File: config.mk
export PLATFORM = sky130hd
export DESIGN_NAME = ptt_ctrl
export DESIGN_NICKNAME = d
export VERILOG_FILES = /design/src/ptt_pkg.sv /design/src/ptt_ctrl.sv
export SDC_FILE = /design/constraint.sdc
export NUM_CORES = 1
export LEC_CHECK = 0
export ABC_AREA = 1
export BUFFER_PORTS_ARGS = -buffer_cell sky130_fd_sc_hd__buf_4
export CAP_MARGIN = 10
export CORE_AREA = 2 2 39 41
export DETAILED_ROUTE_END_ITERATION = 10
export DIE_AREA = 0 0 41 43
export SLEW_MARGIN = 25
export SYNTH_ARGS = -nofsm -noshare
export SYNTH_HDL_FRONTEND = slang
export SYNTH_SLANG_ARGS = --single-unit
File: constraint.sdc
create_clock -name clk_i -period 0.9 [get_ports clk_i]
set_input_delay 0.225 -clock clk_i [delete_from_list [all_inputs] [get_ports clk_i]]
set_output_delay 0.225 -clock clk_i [all_outputs]
set_load 0.01 [all_outputs]
File: src/ptt_pkg.sv
// Shared constants, codes and control types for the periodic task timer table.
// No dependencies; imported by every module of the block.
package ptt_pkg;

  // Table size and tick length.
  localparam int NUM_SLOTS = 16;
  localparam int TICK_MS   = 10;

  // Slot index width (at least one bit).
  localparam int SLOT_W = (NUM_SLOTS > 1) ? $clog2(NUM_SLOTS) : 1;

  // Field widths.
  localparam int KIND_W   = 2;
  localparam int MS_W     = 32;
  localparam int TASK_W   = 4;
  localparam int MASK_W   = 16;
  localparam int STATUS_W = 2;

  // Fire vector wide enough for both the table and the mask port.
  localparam int FIRE_W = (NUM_SLOTS > MASK_W) ? NUM_SLOTS : MASK_W;

  // Divide by TICK_MS: multiply by a rounded-up reciprocal, then shift.
  // Exact for every MS_W-bit dividend since MAGIC*TICK_MS exceeds 2^(MS_W+SHIFT)
  // by at most 2^SHIFT.
  localparam int DIV_SHIFT = $clog2(TICK_MS);
  localparam logic [MS_W:0] DIV_MAGIC =
    (MS_W+1)'(((64'd1 << (MS_W + DIV_SHIFT)) / TICK_MS) + 64'd1);

  // Item kinds.
  localparam logic [KIND_W-1:0] KIND_TICK = 2'd0;
  localparam logic [KIND_W-1:0] KIND_ADD  = 2'd1;
  localparam logic [KIND_W-1:0] KIND_DEL  = 2'd2;

  // Result status codes.
  localparam logic [STATUS_W-1:0] STATUS_OK        = 2'd0;
  localparam logic [STATUS_W-1:0] STATUS_FULL      = 2'd1;
  localparam logic [STATUS_W-1:0] STATUS_NOT_FOUND = 2'd2;

  // Controller to datapath commands.
  typedef struct packed {
    logic load;      // capture the input item
    logic div_step;  // ms-to-tick conversion of the captured times
    logic exec;      // apply the item to the table and load the result
  } ptt_cmd_t;

  // Datapath to controller status.
  typedef struct packed {
    logic in_is_add; // offered item is an add
    logic out_free;  // result register can take a new result this cycle
  } ptt_stat_t;

endpackage

File: src/ptt_ctrl.sv
// Sequencer for the periodic task timer table: accept, divide (adds only), execute.
// Depends on ptt_pkg.
module ptt_ctrl (
  input  logic                clk_i,
  input  logic                rst_ni,
  input  logic                in_valid_i,
  output logic                in_stall_o,
  input  ptt_pkg::ptt_stat_t  stat_i,
  output ptt_pkg::ptt_cmd_t   cmd_o
);
  import ptt_pkg::*;

  localparam logic [1:0] S_IDLE = 2'd0;
  localparam logic [1:0] S_DIV  = 2'd1;
  localparam logic [1:0] S_EXEC = 2'd2;

  logic [1:0] state_q, state_d;

  always_comb begin
    state_d = state_q;
    cmd_o   = '0;
    case (state_q)
      S_IDLE: begin
        if (in_valid_i) begin
          cmd_o.load = 1'b1;
          state_d    = stat_i.in_is_add ? S_DIV : S_EXEC;
        end
      end
      S_DIV: begin
        cmd_o.div_step = 1'b1;
        state_d        = S_EXEC;
      end
      S_EXEC: begin
        if (stat_i.out_free) begin
          cmd_o.exec = 1'b1;
          state_d    = S_IDLE;
        end
      end
      default: begin
        state_d = S_IDLE;
      end
    endcase
  end

  assign in_stall_o = (state_q != S_IDLE);

  always_ff @(posedge clk_i or negedge rst_ni) begin
    if (!rst_ni) begin
      state_q <= S_IDLE;
    end else begin
      state_q <= state_d;
    end
  end

`ifndef SYNTHESIS
  // The divide state always goes straight on to execute.
  a_div_done: assert property (@(posedge clk_i) disable iff (!rst_ni)
    (state_q == S_DIV) |=> (state_q == S_EXEC))
    else $error("divider did not hand over to execute");
`endif

endmodule

==> flow_summary.ini <==
[outcome]
status = complete, but fails checks
violations = setup timing

[yosys]
syn_avg_cell_area_um2 = 7.29
yosys.area_share.adder_pct = 0
synth_seq_cells = 2
synthMuxAreaShare_pct = 0
syn_nets = 22
synth_top_family_by_area = simple AND/OR/NAND/NOR gates
synth_xor_area_share_pct = 0
ys_warn_count = 0
synth_area_um2 = 124
synth_compound_area_share_pct = 0
postSynthCellCount = 17
synth_simple_gate_area_share_pct = 41.4
synth.distinct_cells = 8
yosysSeqAreaShare_pct = 40.4

[setup_path]
r2r_slack_ps = -70
arrival_ps = 940
end_kind = output port
crit_end = cmd_o[2]
worst_ep_required_time_ps = 670
r2r_start = state_q[0]
cp_slowest_cell = dfrtp_1
crit_start = state_q[0]
critPathLaunchType = register
crit_type = reg -> out
reg2reg_depth = 5
cp_cell_sequence = inv_2, nand2_4, nor2_4, buf_6
cp_slowest_stage_delay_ps = 400
r2r_end = state_q[0]
worstPathMaxFanout = 3

[drt]
dr.first_iter.drc_count = 1
first_pass_iters = 2
via_per_inst = 3.22
wl_um = 354
vias = 158
postRouteAntennaNets = 0
wire_per_inst_um = 7.22
drc = 0

[timing]
slew_headroom_pct = 91.6
finalSetupViolCount = 5
period_needed_ps = 1170
drv_slew = 0
hold_viol = 0
post-route-period-util_pct = 130
rsz0062_at_grt = true
fmax_mhz = 855
timing.final.ws_setup_ps = -269
tightest_slew_ps = 125
fin_worst_skew_ps = 1.21

[global_route]
grt_max_degree = 4
grt_use_met2_pct = 7.81
use_met1_pct = 4.84
gr-total-overflow = 0
grt_pass1_vias = 157
gr-usage-met3_pct = 7.85
antenna_found_initial = 0
grt_use_total_pct = 6.43
grt_pass1_wl_um = 627
busiest_layer = met3

[placement]
gp_congestion = 0.629
portBuffers = 8
place_hpwl_um = 274

[final_layout]
antenna_cells = 0
fill_cells = 158
largest_reg_flops = 2
top_register = state_q
area_growth_pct = 128
reg_top3 = state_q (2)
drive_above_1_share_pct = 63.6
utilization_pct = 20.4
fin_nets = 40

[clocking]
clock_path_buffers = 2
cts_sinks = 2
cts_made_buffers = 3
htree_levels = 1
cts_tree = built
cts-root-buf = clkbuf_4
clock_latency_ps = 220
path_clk_slew_ps = 30

[floorplan]
start_util_pct = 8.95
die_h_um = 43
dieArea_mm2 = 0.00176
core_mm2 = 0.00138
pin_count = 9
rows = 14
die_w_um = 41

[flow_run]
maxCapViolCount = 0

[power]
vdd_drop_max_v = 0.000343
power_density_mw_per_mm2 = 1940
finalPower_w = 0.000547
p_leak_nw = 0.156

[worst_hold_path]
hold_path_class = in -> reg
## repair_timing
action | in CTS | in global routing
gates resized for setup | 2 | 0
endpoints found under the hold margin | 2 | 0
hold buffers | 1 | 0
pin swaps | 3 | 3
setup buffers | 1 | 2
setup endpoints to repair | 4 | 6
## cell usage after synthesis
cell type	count	area share, %
inv_1	4	12
nand2_2	1	5.1
nand2_1	2	6.1
dfrtp_1	2	40
nor3_2	2	16
inv_2	2	6.1
nor2_1	2	6.1
nand3_1	2	8.1
## metal layers
metal  wire (um)  up-vias
li1            -       82
met5           0        -
met2         210        4
met1         119       72
met4           0        0
met3          24        0
## power breakdown
part	internal [W]	total, W	leakage, nW	switching, W
logic	0.000132	0.000234	0.117	0.000102
registers	0.000106	0.000117	0.0258	0.0000114
clock network	0.000147	0.000197	0.0138	0.0000497
total	0.000385	0.000547	0.156	0.000163
## worst min-delay path by stage
stage | from | endpoint | slack, ps | depth (start not counted)
3_3_place_gp | rst_ni | state_q[0] | 10 | 1
5_1_grt | in_valid_i | state_q[1] | 230 | 3
2_1_floorplan | rst_ni | state_q[0] | -70 | 0
4_1_cts | in_valid_i | state_q[1] | 230 | 3
3_5_place_dp | rst_ni | state_q[0] | 10 | 1
6_report | in_valid_i | state_q[1] | 240 | 3
## stage by stage
| step | std cells | TNS [ps] | hold WS [ps] | setup WS (ps) | instance area, um2 |
|---|---|---|---|---|---|
| global placement | 44 | -63.5 | 10.5 | -38.2 | 234 |
| floorplan | 17 | 0 | -70.6 | 9.26 | 131 |
| CTS | 49 | -1050 | 226 | -283 | 283 |
| global route | 49 | -1450 | 233 | -344 | 283 |
| finish | 49 | -1070 | 239 | -269 | 283 |
| detailed placement | 44 | -110 | 11.5 | -49.3 | 234 |
## cell type report
cell class,instances,area (um2),share of cell area (%)
inverter,6,22.5,7.96
tap,16,20.0,7.08
timing repair buffer,13,104,36.7
multi-input combinational,9,63.8,22.6
clock buffer,3,22.5,7.96
sequential,2,50.0,17.7
## worst max-delay path, delay by kind of cell (launching register included)
family / cells / cell delay (ps)
and+or+nand+nor: 2 / 140
DFF: 1 / 400
buffers and inverters: 2 / 190
## cells by family after synthesis
family,Yosys count
DFF,2
buffers and inverters,6
and+or+nand+nor,9
## placed cells by master, fill, tap and decap left out, drive strengths merged
cell         count
buf             12
inv              6
clkbuf           3
nand2            3
nor3             2
nand3            2
dfrtp            2
nor2             2
dlygate4sd3      1
Note: power is estimated with default switching activity, not from simulation.
